$ cat src/rtl/core/qbsp_pkg.sv
// qbsp_pkg: shared types and constants of the quadratic b-spline point generator
`timescale 1ns / 1ps

package qbsp_pkg;

  // basis weights are integers at this scale
  localparam int WSCALE    = 1000;
  localparam int WHALF     = WSCALE / 2;
  localparam int WCENTER   = 3 * WSCALE / 4;
  localparam int WTWICE    = 2 * WSCALE;
  localparam int W_W       = 10;

  localparam int OUT_W     = 13;
  localparam int OFF_W     = 12;
  localparam int CFG_IDX_W = 1;

  typedef enum logic [CFG_IDX_W-1:0] {
    REG_OFFSET_X = 1'b0,
    REG_OFFSET_Y = 1'b1
  } cfg_reg_e;

  typedef enum logic [3:0] {
    ST_IDLE  = 4'b0001,
    ST_MOVE  = 4'b0010,
    ST_SEG   = 4'b0100,
    ST_CLOSE = 4'b1000
  } seq_state_e;

  // weights of one sample: t1 on the newest point, t3 on the oldest
  typedef struct packed {
    logic [W_W-1:0] t1;
    logic [W_W-1:0] t2;
    logic [W_W-1:0] t3;
  } weights_t;

endpackage

$ cat src/rtl/core/qbsp_if.sv
// qbsp_if: valid/ready channel interfaces for points, results and configuration
`timescale 1ns / 1ps

interface qbsp_point_if #(
  parameter int COORD_BITS = 12
) ();
  logic                  valid;
  logic                  ready;
  logic [COORD_BITS-1:0] point_x;
  logic [COORD_BITS-1:0] point_y;
  logic                  first_point;
  logic                  final_point;

  modport source (output valid, point_x, point_y, first_point, final_point, input ready);
  modport sink   (input valid, point_x, point_y, first_point, final_point, output ready);
endinterface

interface qbsp_result_if import qbsp_pkg::*; ();
  logic             valid;
  logic             ready;
  logic [OUT_W-1:0] out_x;
  logic [OUT_W-1:0] out_y;
  logic             pen_move;
  logic             run_end;

  modport source (output valid, out_x, out_y, pen_move, run_end, input ready);
  modport sink   (input valid, out_x, out_y, pen_move, run_end, output ready);
endinterface

interface qbsp_cfg_if import qbsp_pkg::*; ();
  logic                 valid;
  logic                 ready;
  logic [CFG_IDX_W-1:0] index;
  logic [OFF_W-1:0]     data;

  modport source (output valid, index, data, input ready);
  modport sink   (input valid, index, data, output ready);
endinterface

$ cat src/rtl/core/qbsp_blend.sv
// qbsp_blend: weighted sum of three control coordinates plus rounding bias
`timescale 1ns / 1ps

module qbsp_blend import qbsp_pkg::*; #(
  parameter int COORD_BITS = 12
) (
  input  weights_t                     w_i,
  input  logic [COORD_BITS-1:0]        a_i,
  input  logic [COORD_BITS-1:0]        b_i,
  input  logic [COORD_BITS-1:0]        c_i,
  output logic [COORD_BITS+W_W-1:0]    sum_o
);

  localparam int SUM_W = COORD_BITS + W_W;

  // weights never sum above the scale, so the sum stays below 1024 * 2^COORD_BITS
  assign sum_o = SUM_W'(w_i.t1) * SUM_W'(c_i)
               + SUM_W'(w_i.t2) * SUM_W'(b_i)
               + SUM_W'(w_i.t3) * SUM_W'(a_i)
               + SUM_W'(WHALF);

endmodule

$ cat src/rtl/core/quadratic_bspline_point_generator_top.sv
// quadratic_bspline_point_generator_top: uniform quadratic b-spline point generator
`timescale 1ns / 1ps

// channel   modport  payload                                    role
// cfg_i     sink     index, data                                offset register writes
// point_i   sink     point_x, point_y, first_point, final_point control point requests
// result_o  source   out_x, out_y, pen_move, run_end            generated points
//
// one result leaves per cycle while result_o is ready; a request issues 1 (first),
// STEPS (later), STEPS+1 (first and final) or 2*STEPS (later and final) samples to the blend
// datapath, one sample per cycle unless stalled, then through the blend and output registers;
// the next request is taken in the cycle the previous one issues its last sample
// reset clears state, offsets and valid flags at once; no clearing pass
// a stall on result_o freezes the whole pipeline; cfg_i is always ready

module quadratic_bspline_point_generator_top import qbsp_pkg::*; #(
  parameter int STEPS      = 10,
  parameter int COORD_BITS = 12
) (
  input  logic          clk_i,
  input  logic          rst_ni,
  qbsp_cfg_if.sink      cfg_i,
  qbsp_point_if.sink    point_i,
  qbsp_result_if.source result_o
);

  localparam int J_W    = (STEPS > 1) ? $clog2(STEPS) : 1;
  localparam int SUM_W  = COORD_BITS + W_W;
  // exact divide by the scale: ceil(2^DIV_SH / scale), error below one lsb for SUM_W-bit sums
  localparam int DIV_SH = SUM_W + W_W;
  localparam longint unsigned RECIP_L =
    ((64'd1 << DIV_SH) + 64'(WSCALE - 1)) / 64'(WSCALE);
  localparam logic [SUM_W:0] RECIP = (SUM_W+1)'(RECIP_L);
  localparam int PROD_W = 2 * SUM_W + 1;
  localparam int ADD_W  = COORD_BITS + OUT_W;
  localparam logic [J_W-1:0] J_LAST = J_W'(STEPS - 1);

  // basis weight table, one entry per step of a segment
  logic [W_W-1:0] t1_tab [STEPS];
  logic [W_W-1:0] t2_tab [STEPS];
  logic [W_W-1:0] t3_tab [STEPS];

  for (genvar g = 0; g < STEPS; g++) begin : g_wt
    localparam int WJ = WSCALE * g / STEPS;
    localparam int T1 = WJ * WJ / WTWICE;
    localparam int T2 = WCENTER - (WJ - WHALF) * (WJ - WHALF) / WSCALE;
    localparam int T3 = (WJ - WSCALE) * (WJ - WSCALE) / WTWICE;
    assign t1_tab[g] = W_W'(T1);
    assign t2_tab[g] = W_W'(T2);
    assign t3_tab[g] = W_W'(T3);
  end

  // offset registers
  logic [OFF_W-1:0] offset_x_q, offset_y_q;

  // sequencer: state, step counter and the three control points of the current request
  seq_state_e            state_q, state_d;
  logic [J_W-1:0]        j_q, j_d;
  logic                  final_q;
  logic [COORD_BITS-1:0] oldest_x_q, oldest_y_q;
  logic [COORD_BITS-1:0] older_x_q, older_y_q;
  logic [COORD_BITS-1:0] newer_x_q, newer_y_q;

  // blend stage and output register
  logic                  p1_valid_q;
  logic [SUM_W-1:0]      p1_sx_q, p1_sy_q;
  logic                  p1_move_q, p1_end_q;
  logic                  out_valid_q;
  logic [OUT_W-1:0]      out_x_q, out_y_q;
  logic                  out_move_q, out_end_q;

  logic                  adv, issue, step_end, last_issue, in_ready, in_fire;
  weights_t              w;
  logic [COORD_BITS-1:0] sel_ax, sel_ay, sel_bx, sel_by;
  logic [SUM_W-1:0]      sum_x, sum_y;
  logic [PROD_W-1:0]     prod_x, prod_y;
  logic [COORD_BITS-1:0] q_x, q_y;

  // config writes, taken every cycle
  assign cfg_i.ready = 1'b1;

  always_ff @(posedge clk_i or negedge rst_ni) begin
    if (!rst_ni) begin
      offset_x_q <= '0;
      offset_y_q <= '0;
    end else if (cfg_i.valid) begin
      case (cfg_reg_e'(cfg_i.index))
        REG_OFFSET_X: offset_x_q <= cfg_i.data;
        REG_OFFSET_Y: offset_y_q <= cfg_i.data;
        default: ;
      endcase
    end
  end

  // pipeline moves when the output register is empty or being drained
  assign adv = !out_valid_q || result_o.ready;

  always_comb begin
    issue      = (state_q != ST_IDLE);
    step_end   = (state_q == ST_MOVE) || (j_q == J_LAST);
    // the close segment always ends a request; move or segment only when not final
    last_issue = issue && step_end && ((state_q == ST_CLOSE) || !final_q);
    in_ready   = (state_q == ST_IDLE) || (adv && last_issue);
    in_fire    = point_i.valid && in_ready;

    state_d = state_q;
    j_d     = j_q;
    if (in_fire) begin
      state_d = point_i.first_point ? ST_MOVE : ST_SEG;
      j_d     = '0;
    end else if (adv && issue) begin
      if (last_issue) begin
        state_d = ST_IDLE;
        j_d     = '0;
      end else if (step_end) begin
        state_d = ST_CLOSE;
        j_d     = '0;
      end else begin
        j_d = j_q + 1'b1;
      end
    end
  end

  assign point_i.ready = in_ready;

  always_ff @(posedge clk_i or negedge rst_ni) begin
    if (!rst_ni) begin
      state_q    <= ST_IDLE;
      j_q        <= '0;
      final_q    <= 1'b0;
      oldest_x_q <= '0;
      oldest_y_q <= '0;
      older_x_q  <= '0;
      older_y_q  <= '0;
      newer_x_q  <= '0;
      newer_y_q  <= '0;
    end else begin
      state_q <= state_d;
      j_q     <= j_d;
      if (in_fire) begin
        final_q <= point_i.final_point;
        // a first point fills all slots, a later one shifts in
        if (point_i.first_point) begin
          oldest_x_q <= point_i.point_x;
          oldest_y_q <= point_i.point_y;
          older_x_q  <= point_i.point_x;
          older_y_q  <= point_i.point_y;
        end else begin
          oldest_x_q <= older_x_q;
          oldest_y_q <= older_y_q;
          older_x_q  <= newer_x_q;
          older_y_q  <= newer_y_q;
        end
        newer_x_q <= point_i.point_x;
        newer_y_q <= point_i.point_y;
      end
    end
  end

  // sample weights; a move uses full weight on the newest point
  always_comb begin
    case (state_q)
      ST_MOVE:           w = '{t1: W_W'(WSCALE), t2: '0, t3: '0};
      ST_SEG, ST_CLOSE:  w = '{t1: t1_tab[j_q], t2: t2_tab[j_q], t3: t3_tab[j_q]};
      default:           w = '0;
    endcase
  end

  // closing segment runs over (older, newer, newer), doubling the end point
  assign sel_ax = (state_q == ST_CLOSE) ? older_x_q : oldest_x_q;
  assign sel_ay = (state_q == ST_CLOSE) ? older_y_q : oldest_y_q;
  assign sel_bx = (state_q == ST_CLOSE) ? newer_x_q : older_x_q;
  assign sel_by = (state_q == ST_CLOSE) ? newer_y_q : older_y_q;

  qbsp_blend #(.COORD_BITS(COORD_BITS)) u_blend_x (
    .w_i   (w),
    .a_i   (sel_ax),
    .b_i   (sel_bx),
    .c_i   (newer_x_q),
    .sum_o (sum_x)
  );

  qbsp_blend #(.COORD_BITS(COORD_BITS)) u_blend_y (
    .w_i   (w),
    .a_i   (sel_ay),
    .b_i   (sel_by),
    .c_i   (newer_y_q),
    .sum_o (sum_y)
  );

  // divide by the scale through the reciprocal, then add the offset
  assign prod_x = PROD_W'(p1_sx_q) * PROD_W'(RECIP);
  assign prod_y = PROD_W'(p1_sy_q) * PROD_W'(RECIP);
  assign q_x    = prod_x[DIV_SH +: COORD_BITS];
  assign q_y    = prod_y[DIV_SH +: COORD_BITS];

  always_ff @(posedge clk_i or negedge rst_ni) begin
    if (!rst_ni) begin
      p1_valid_q  <= 1'b0;
      out_valid_q <= 1'b0;
    end else if (adv) begin
      p1_valid_q  <= issue;
      out_valid_q <= p1_valid_q;
    end
  end

  always_ff @(posedge clk_i) begin
    if (adv) begin
      p1_sx_q    <= sum_x;
      p1_sy_q    <= sum_y;
      p1_move_q  <= (state_q == ST_MOVE);
      p1_end_q   <= last_issue;
      out_x_q    <= OUT_W'(ADD_W'(q_x) + ADD_W'(offset_x_q));
      out_y_q    <= OUT_W'(ADD_W'(q_y) + ADD_W'(offset_y_q));
      out_move_q <= p1_move_q;
      out_end_q  <= p1_end_q;
    end
  end

  assign result_o.valid    = out_valid_q;
  assign result_o.out_x    = out_x_q;
  assign result_o.out_y    = out_y_q;
  assign result_o.pen_move = out_move_q;
  assign result_o.run_end  = out_end_q;

`ifndef NO_ASSERTIONS
  // step counter never runs past the last step of a segment
  assert property (@(posedge clk_i) disable iff (!rst_ni) j_q <= J_LAST)
    else $error("step counter out of range");

  // a first point always starts with its move result
  assert property (@(posedge clk_i) disable iff (!rst_ni)
    (in_fire && point_i.first_point) |=> (state_q == ST_MOVE))
    else $error("first point did not start with a move");

  // no new request while a segment is mid-run
  assert property (@(posedge clk_i) disable iff (!rst_ni)
    ((state_q == ST_SEG) && (j_q != J_LAST)) |-> !point_i.ready)
    else $error("request taken mid-segment");

  // issued weights never sum above the scale
  assert property (@(posedge clk_i) disable iff (!rst_ni)
    issue |-> ((12'(w.t1) + 12'(w.t2) + 12'(w.t3)) <= 12'(WSCALE)))
    else $error("weight sum above scale");
`endif

endmodule
$ cat src/flat_wrapper.sv
// flat-port wrapper written by rule: the top's interface ports become plain ports
module quadratic_bspline_point_generator_top_flat import qbsp_pkg::*;
#(
  parameter int STEPS      = 10,
  parameter int COORD_BITS = 12
)
  (clk_i, rst_ni, cfg_i_valid, cfg_i_index, cfg_i_data, cfg_i_ready, point_i_valid, point_i_point_x, point_i_point_y, point_i_first_point, point_i_final_point, point_i_ready, result_o_valid, result_o_out_x, result_o_out_y, result_o_pen_move, result_o_run_end, result_o_ready);
  qbsp_cfg_if cfg_i_i ();
  qbsp_point_if #(.COORD_BITS(COORD_BITS)) point_i_i ();
  qbsp_result_if result_o_i ();
  input  logic clk_i;
  input  logic rst_ni;
  input wire logic [$bits(cfg_i_i.valid)-1:0] cfg_i_valid;
  input wire logic [$bits(cfg_i_i.index)-1:0] cfg_i_index;
  input wire logic [$bits(cfg_i_i.data)-1:0] cfg_i_data;
  output wire logic [$bits(cfg_i_i.ready)-1:0] cfg_i_ready;
  input wire logic [$bits(point_i_i.valid)-1:0] point_i_valid;
  input wire logic [$bits(point_i_i.point_x)-1:0] point_i_point_x;
  input wire logic [$bits(point_i_i.point_y)-1:0] point_i_point_y;
  input wire logic [$bits(point_i_i.first_point)-1:0] point_i_first_point;
  input wire logic [$bits(point_i_i.final_point)-1:0] point_i_final_point;
  output wire logic [$bits(point_i_i.ready)-1:0] point_i_ready;
  output wire logic [$bits(result_o_i.valid)-1:0] result_o_valid;
  output wire logic [$bits(result_o_i.out_x)-1:0] result_o_out_x;
  output wire logic [$bits(result_o_i.out_y)-1:0] result_o_out_y;
  output wire logic [$bits(result_o_i.pen_move)-1:0] result_o_pen_move;
  output wire logic [$bits(result_o_i.run_end)-1:0] result_o_run_end;
  input wire logic [$bits(result_o_i.ready)-1:0] result_o_ready;
  assign cfg_i_i.valid = cfg_i_valid;
  assign cfg_i_i.index = cfg_i_index;
  assign cfg_i_i.data = cfg_i_data;
  assign cfg_i_ready = cfg_i_i.ready;
  assign point_i_i.valid = point_i_valid;
  assign point_i_i.point_x = point_i_point_x;
  assign point_i_i.point_y = point_i_point_y;
  assign point_i_i.first_point = point_i_first_point;
  assign point_i_i.final_point = point_i_final_point;
  assign point_i_ready = point_i_i.ready;
  assign result_o_valid = result_o_i.valid;
  assign result_o_out_x = result_o_i.out_x;
  assign result_o_out_y = result_o_i.out_y;
  assign result_o_pen_move = result_o_i.pen_move;
  assign result_o_run_end = result_o_i.run_end;
  assign result_o_i.ready = result_o_ready;
  quadratic_bspline_point_generator_top #(.STEPS(STEPS), .COORD_BITS(COORD_BITS)) u_core (.clk_i(clk_i), .rst_ni(rst_ni), .cfg_i(cfg_i_i), .point_i(point_i_i), .result_o(result_o_i));
endmodule
$ cat config.mk
export PLATFORM = sky130hd
export DESIGN_NAME = quadratic_bspline_point_generator_top_flat
export DESIGN_NICKNAME = d
export VERILOG_FILES = /design/src/rtl/core/qbsp_pkg.sv /design/src/rtl/core/qbsp_if.sv /design/src/rtl/core/qbsp_blend.sv /design/src/rtl/core/quadratic_bspline_point_generator_top.sv /design/src/flat_wrapper.sv
export SDC_FILE = /design/constraint.sdc
export NUM_CORES = 2
export LEC_CHECK = 0
export ABC_AREA = 1
export CAP_MARGIN = 20
export CORE_MARGIN = 2
export CORE_UTILIZATION = 60
export DETAILED_ROUTE_END_ITERATION = 10
export DONT_BUFFER_PORTS = 1
export PLACE_DENSITY_LB_ADDON = 0.08
export SLEW_MARGIN = 10
export SYNTH_ARGS = -nofsm -noshare
export SYNTH_HDL_FRONTEND = slang
export SYNTH_SLANG_ARGS = --single-unit
export TNS_END_PERCENT = 100
$ cat constraint.sdc
create_clock -name clk_i -period 6.8 [get_ports clk_i]
set_clock_uncertainty 0.1 [all_clocks]
set_input_delay 0.68 -clock clk_i [delete_from_list [all_inputs] [get_ports clk_i]]
set_output_delay 0.68 -clock clk_i [all_outputs]
set_load 0.05 [all_outputs]
==> results.md <==
Timing:
- The slew at the pin closest to its max-slew limit is 1.13 ns.
- For this run, the top clock speed supported by timing is ~140 MHz.
- The smallest setup slack after layout is -0.310 ns.
- The final hold violation count is 0.
- Setup repair after global routing could not meet its margin everywhere.
- The count of final max-slew check failures is 0.
- The clock period minus final worst setup slack is approximately 7.1 ns.
- The worst relative slew slack is 24.3%.
- The final setup violation count is 25.
- The portion of the clock cycle consumed by the worst path in the final layout is 105%.

Global routing:
- The pin count of the biggest net entering global routing is ~130.
- The total global routing track utilization is 34.2%.
- The final global-route overflow total is 0.
- The number of global-route vias before repair is 37400.
- The number of antenna violations at the first check in global routing is 1.
- The first global-routing pass estimated 197000 um of wire.

Logic synthesis:
- The number of register bits inferred by synthesis is 181.
- The most used flip-flop cell after synthesis is dfrtp_1.
- In this run the mean area of a mapped cell was between 8 and 9 um^2.
- The synthesized design contains 74 enable-type register cells.
- The proportion of synthesized chip area in sequential cells is 11.1%.
- The netlist uses between 40 and 50 different library cells.
- The number of warnings printed during yosys synthesis is 0.
- For this run, asynchronously set or reset flops after synthesis account for 59.1%.
- The number of nets in the synthesized netlist is 6900.
- In the synthesized netlist, the number of instances is roughly 5400.
- The netlist area before placement is roughly 0.044 mm^2.

Detailed routing:
- The highest metal layer used by the detailed router is met5.
- The final routed wirelength across all metal layers is between 100000 and 150000 um.
- The first routing iteration left 2362 violations.
- The met1 layer wirelength in the final routing is 53200 um.
- The routed length per placed instance is 18.1 um.
- After detailed routing, the number of remaining DRC violations is 0.
- The number of optimization iterations in the first detailed-route pass is 6.
- After detailed routing, the number of vias per cell comes to 5.23.
- The met2 routed wirelength is 59600 um.
- The detail route stage leaves a number of antenna-violating nets equal to 0.
- For this block, the via count after detailed routing is 36200.
- In the detailed route, the total length drawn on met3 is 6790 um.

Floorplan:
- The starting density of the core is 60.4%.
- The horizontal die dimension is 275 um.
- The overall die height is around 270 um.
- 75 I/O pins were placed.
- The initialized floorplan defines 99 standard-cell rows.
- The area of the core region is 0.0728 mm^2.
- The area enclosed by the die boundary is 0.0756 mm^2.

Setup path:
- The kind of end point of the critical path is a flip-flop.
- The termination of the worst setup path is u_core.p1_sx_q[21].
- Across all register-to-register paths, the minimum setup slack is -0.31 ns.
- The type of the worst setup path is flip-flop to flip-flop.
- The gate family responsible for the most delay along the worst path is adder cells.
- The critical-path cell with the highest stage delay is fa_1.
- Counting buffers and inverters, the worst setup path is 25 cells deep.
- The launch point of the worst reg-to-reg path is u_core.state_q[1].
- STA classifies the critical path startpoint as a flip-flop.
- Among the stages of the critical path, the cell type that occurs most often is fa_1.
- The most critical setup path has its startpoint at u_core.state_q[1].
- The data required time of the critical path is 6.95 ns.
- The highest net fanout along the worst path is 25.
- For the worst setup path, the data arrival time is 7.26 ns.
- The largest single stage delay on the critical path is 0.56 ns.
- The number of cells on the worst reg-to-reg path is 25.
- Together, buffers and inverters on the worst path number 5.
- The capture point of the worst reg-to-reg path is u_core.p1_sx_q[21].

Flow run:
- Across the run, the number of max-cap violations was 0.

CTS:
- The number of buffers between clock root and the deepest sink is 2.
- The latest clock arrival within the worst-skew pair is 0.51 ns.
- Clock tree synthesis inserted a total of 17 buffers.
- For this design, the sink count on the clock tree is 181.
- The cell chosen for the clock root is clkbuf_16.
- The clock slew at the register clock pins of the worst setup and hold paths is 0.09 ns.
- TritonCTS built the clock tree.
- The H-tree was split into 4 levels.

Finish:
- The final net count is 7411.
- Of the cells placed in the final design, the portion with a size suffix greater than 1 is between 10% and 20%.
- The post-synthesis to final-layout area growth is 17.8%.
- 0 antenna diodes ended up in the layout.
- Cells fill a little over 70% of the core in the end.

Run status:
- The final reports fail on setup timing.
- The flow ran to the end, but the final reports show violations.

Placed design:
- The post-DP HPWL is 107000 um.
- The final weighted congestion in routability-driven placement is roughly 1.
- During placement, the flow inserted port buffers numbering 0.

Min path:
- The worst hold path class is input port to asynchronous set/reset pin.
-- cells in the final DEF (no fill, tap or decap), types with 33 or more instances in the layout --
cell type and instances:
xor2_1 36, a21oi_1 140, ha_1 631, a21oi_2 33, ha_4 37, nor2_2 57
fa_1 708, nor2_1 554, nand2_1 917, o21ai_0 120, o21ai_1 42, nand3_1 112
dfrtp_1 102, inv_1 1461, edfxtp_1 74, buf_4 518
-- flip-flops by register name, summed over array words and instances, names as in the netlist, 4 cells and up --
register / cells
u_core.result_o.out_y: 13
u_core.p1_sx_q: 22
u_core.state_q: 4
u_core.older_x_q: 12
u_core.oldest_x_q: 12
u_core.newer_x_q: 12
u_core.p1_sy_q: 22
u_core.offset_x_q: 12
u_core.newer_y_q: 12
u_core.j_q: 4
u_core.offset_y_q: 12
u_core.oldest_y_q: 12
u_core.older_y_q: 12
u_core.result_o.out_x: 13
-- final cells by class --
class	instances	area, um^2
well taps	959	1200
inverters	1516	5750
multi-input cells	3659	34600
repair inverters	2	16.3
clock buffers	17	425
flip-flops and latches	181	4910
clock inverters	15	184
fillers	6018	21000
repair buffers	577	4830
-- synth_stat cells (2+ instances only) --
cell / instances / area, um^2
nand3b_1: 9 / 67.6
a21o_1: 8 / 60.1
edfxtp_1: 74 / 2220
buf_6: 5 / 56.3
nor4_1: 4 / 25.0
o311ai_0: 2 / 17.5
a21oi_2: 3 / 26.3
nand2_1: 951 / 3570
mux2i_1: 7 / 70.1
nand4_1: 25 / 156
o2111ai_1: 2 / 17.5
fa_1: 740 / 14800
a21boi_0: 5 / 37.5
clkbuf_1: 45 / 169
nor3_1: 13 / 65.1
a31oi_1: 4 / 25.0
a21oi_1: 182 / 911
o21a_1: 3 / 22.5
o21ai_1: 20 / 100
buf_4: 5 / 37.5
o21bai_1: 18 / 135
nand2_2: 3 / 18.8
inv_1: 1497 / 5620
buf_1: 2 / 7.51
o21ai_0: 165 / 826
clkinv_1: 8 / 30.0
nand3_2: 2 / 20.0
nand3_1: 122 / 611
dfrtp_1: 106 / 2650
buf_2: 30 / 150
inv_2: 11 / 41.3
xor2_1: 37 / 324
a211oi_1: 2 / 15.0
o21ai_2: 5 / 43.8
or2_2: 4 / 25.0
xnor2_1: 20 / 175
nor2_1: 624 / 2340
ha_1: 673 / 8420
-- cell families (layout without fill, tap and decap cells) --
group | count (synthesis) | after routing | share of synthesized area [%]
and+or+nand+nor | 1759 | 1759 | 15.7
buffers and inverters | 1603 | 2127 | 13.9
adders and majority gates | 1413 | 1413 | 52.8
AOI/OAI and AO/OA | 422 | 422 | 5.19
DFF | 181 | 181 | 11.1
xor gates and xnor gates | 57 | 57 | 1.13
muxes | 7 | 7 | 0.159
other | 1 | 1 | 0.00852
-- per-layer routing --
layer / vias up / track usage, %
met2: 1127 / 57.6
met1: 17600 / 45.0
met3: 274 / 4.33
met4: 2 / 13.7
li1: 17300 / -
met5: - / 0
-- repair_timing --
item / CTS / global route
gates resized for setup: 140 / 283
hold endpoints to repair: 107 / 0
gates cloned: 1 / 3
setup buffers: 30 / 55
hold buffers: 1 / 0
setup endpoints to repair: 30 / 46
pin swaps: 27 / 65
-- worst reg2reg max path, cell delays in order (launching register included) --
cell and delay [ns]:
dfrtp_1 0.41, nor2_4 0.16, nand3_4 0.15, buf_12 0.19
buf_4 0.17, o21ai_0 0.21, buf_4 0.20, inv_1 0.09
nor2_2 0.19, fa_1 0.47, fa_1 0.51, fa_1 0.44
fa_1 0.51, fa_1 0.44, fa_2 0.55, fa_1 0.43
fa_1 0.56, ha_4 0.22, a21oi_2 0.16, buf_4 0.14
o21ai_0 0.07, a21o_1 0.18, nand2_1 0.08, nand3_2 0.08
nand3_1 0.08, nand2_1 0.07
-- worst min-delay path by stage --
| stage | start | end | slack, ns | depth (start not counted) |
|---|---|---|---|---|
| 2_1_floorplan | rst_ni | u_core.final_q | 0.28 | 0 |
| 3_3_place_gp | rst_ni | u_core.older_x_q[6] | 0.29 | 0 |
| 3_5_place_dp | rst_ni | u_core.older_x_q[6] | 0.29 | 0 |
| 4_1_cts | rst_ni | u_core.older_y_q[5] | 0.03 | 1 |
| 5_1_grt | rst_ni | u_core.state_q[1] | 0.07 | 1 |
| 6_report | rst_ni | u_core.older_x_q[3] | 0.04 | 1 |
-- per-stage QoR --
stage	hold WS (ns)	cell area, um^2	TNS, ns	cells	setup WS [ns]
after floorplan	0.284	44200	-0.0334	5443	-0.0280
after global placement	0.287	48900	-6.74	6804	-0.360
after detailed placement	0.287	48900	-8.75	6804	-0.445
after CTS	0.0284	50300	-2.94	6868	-0.214
after global routing	0.0736	51900	-10.80	6926	-0.558
final	0.0405	51900	-4.15	6926	-0.310
Power is not shown: default switching activity piles up to over one toggle a cycle in this logic, so the estimate is an artifact.
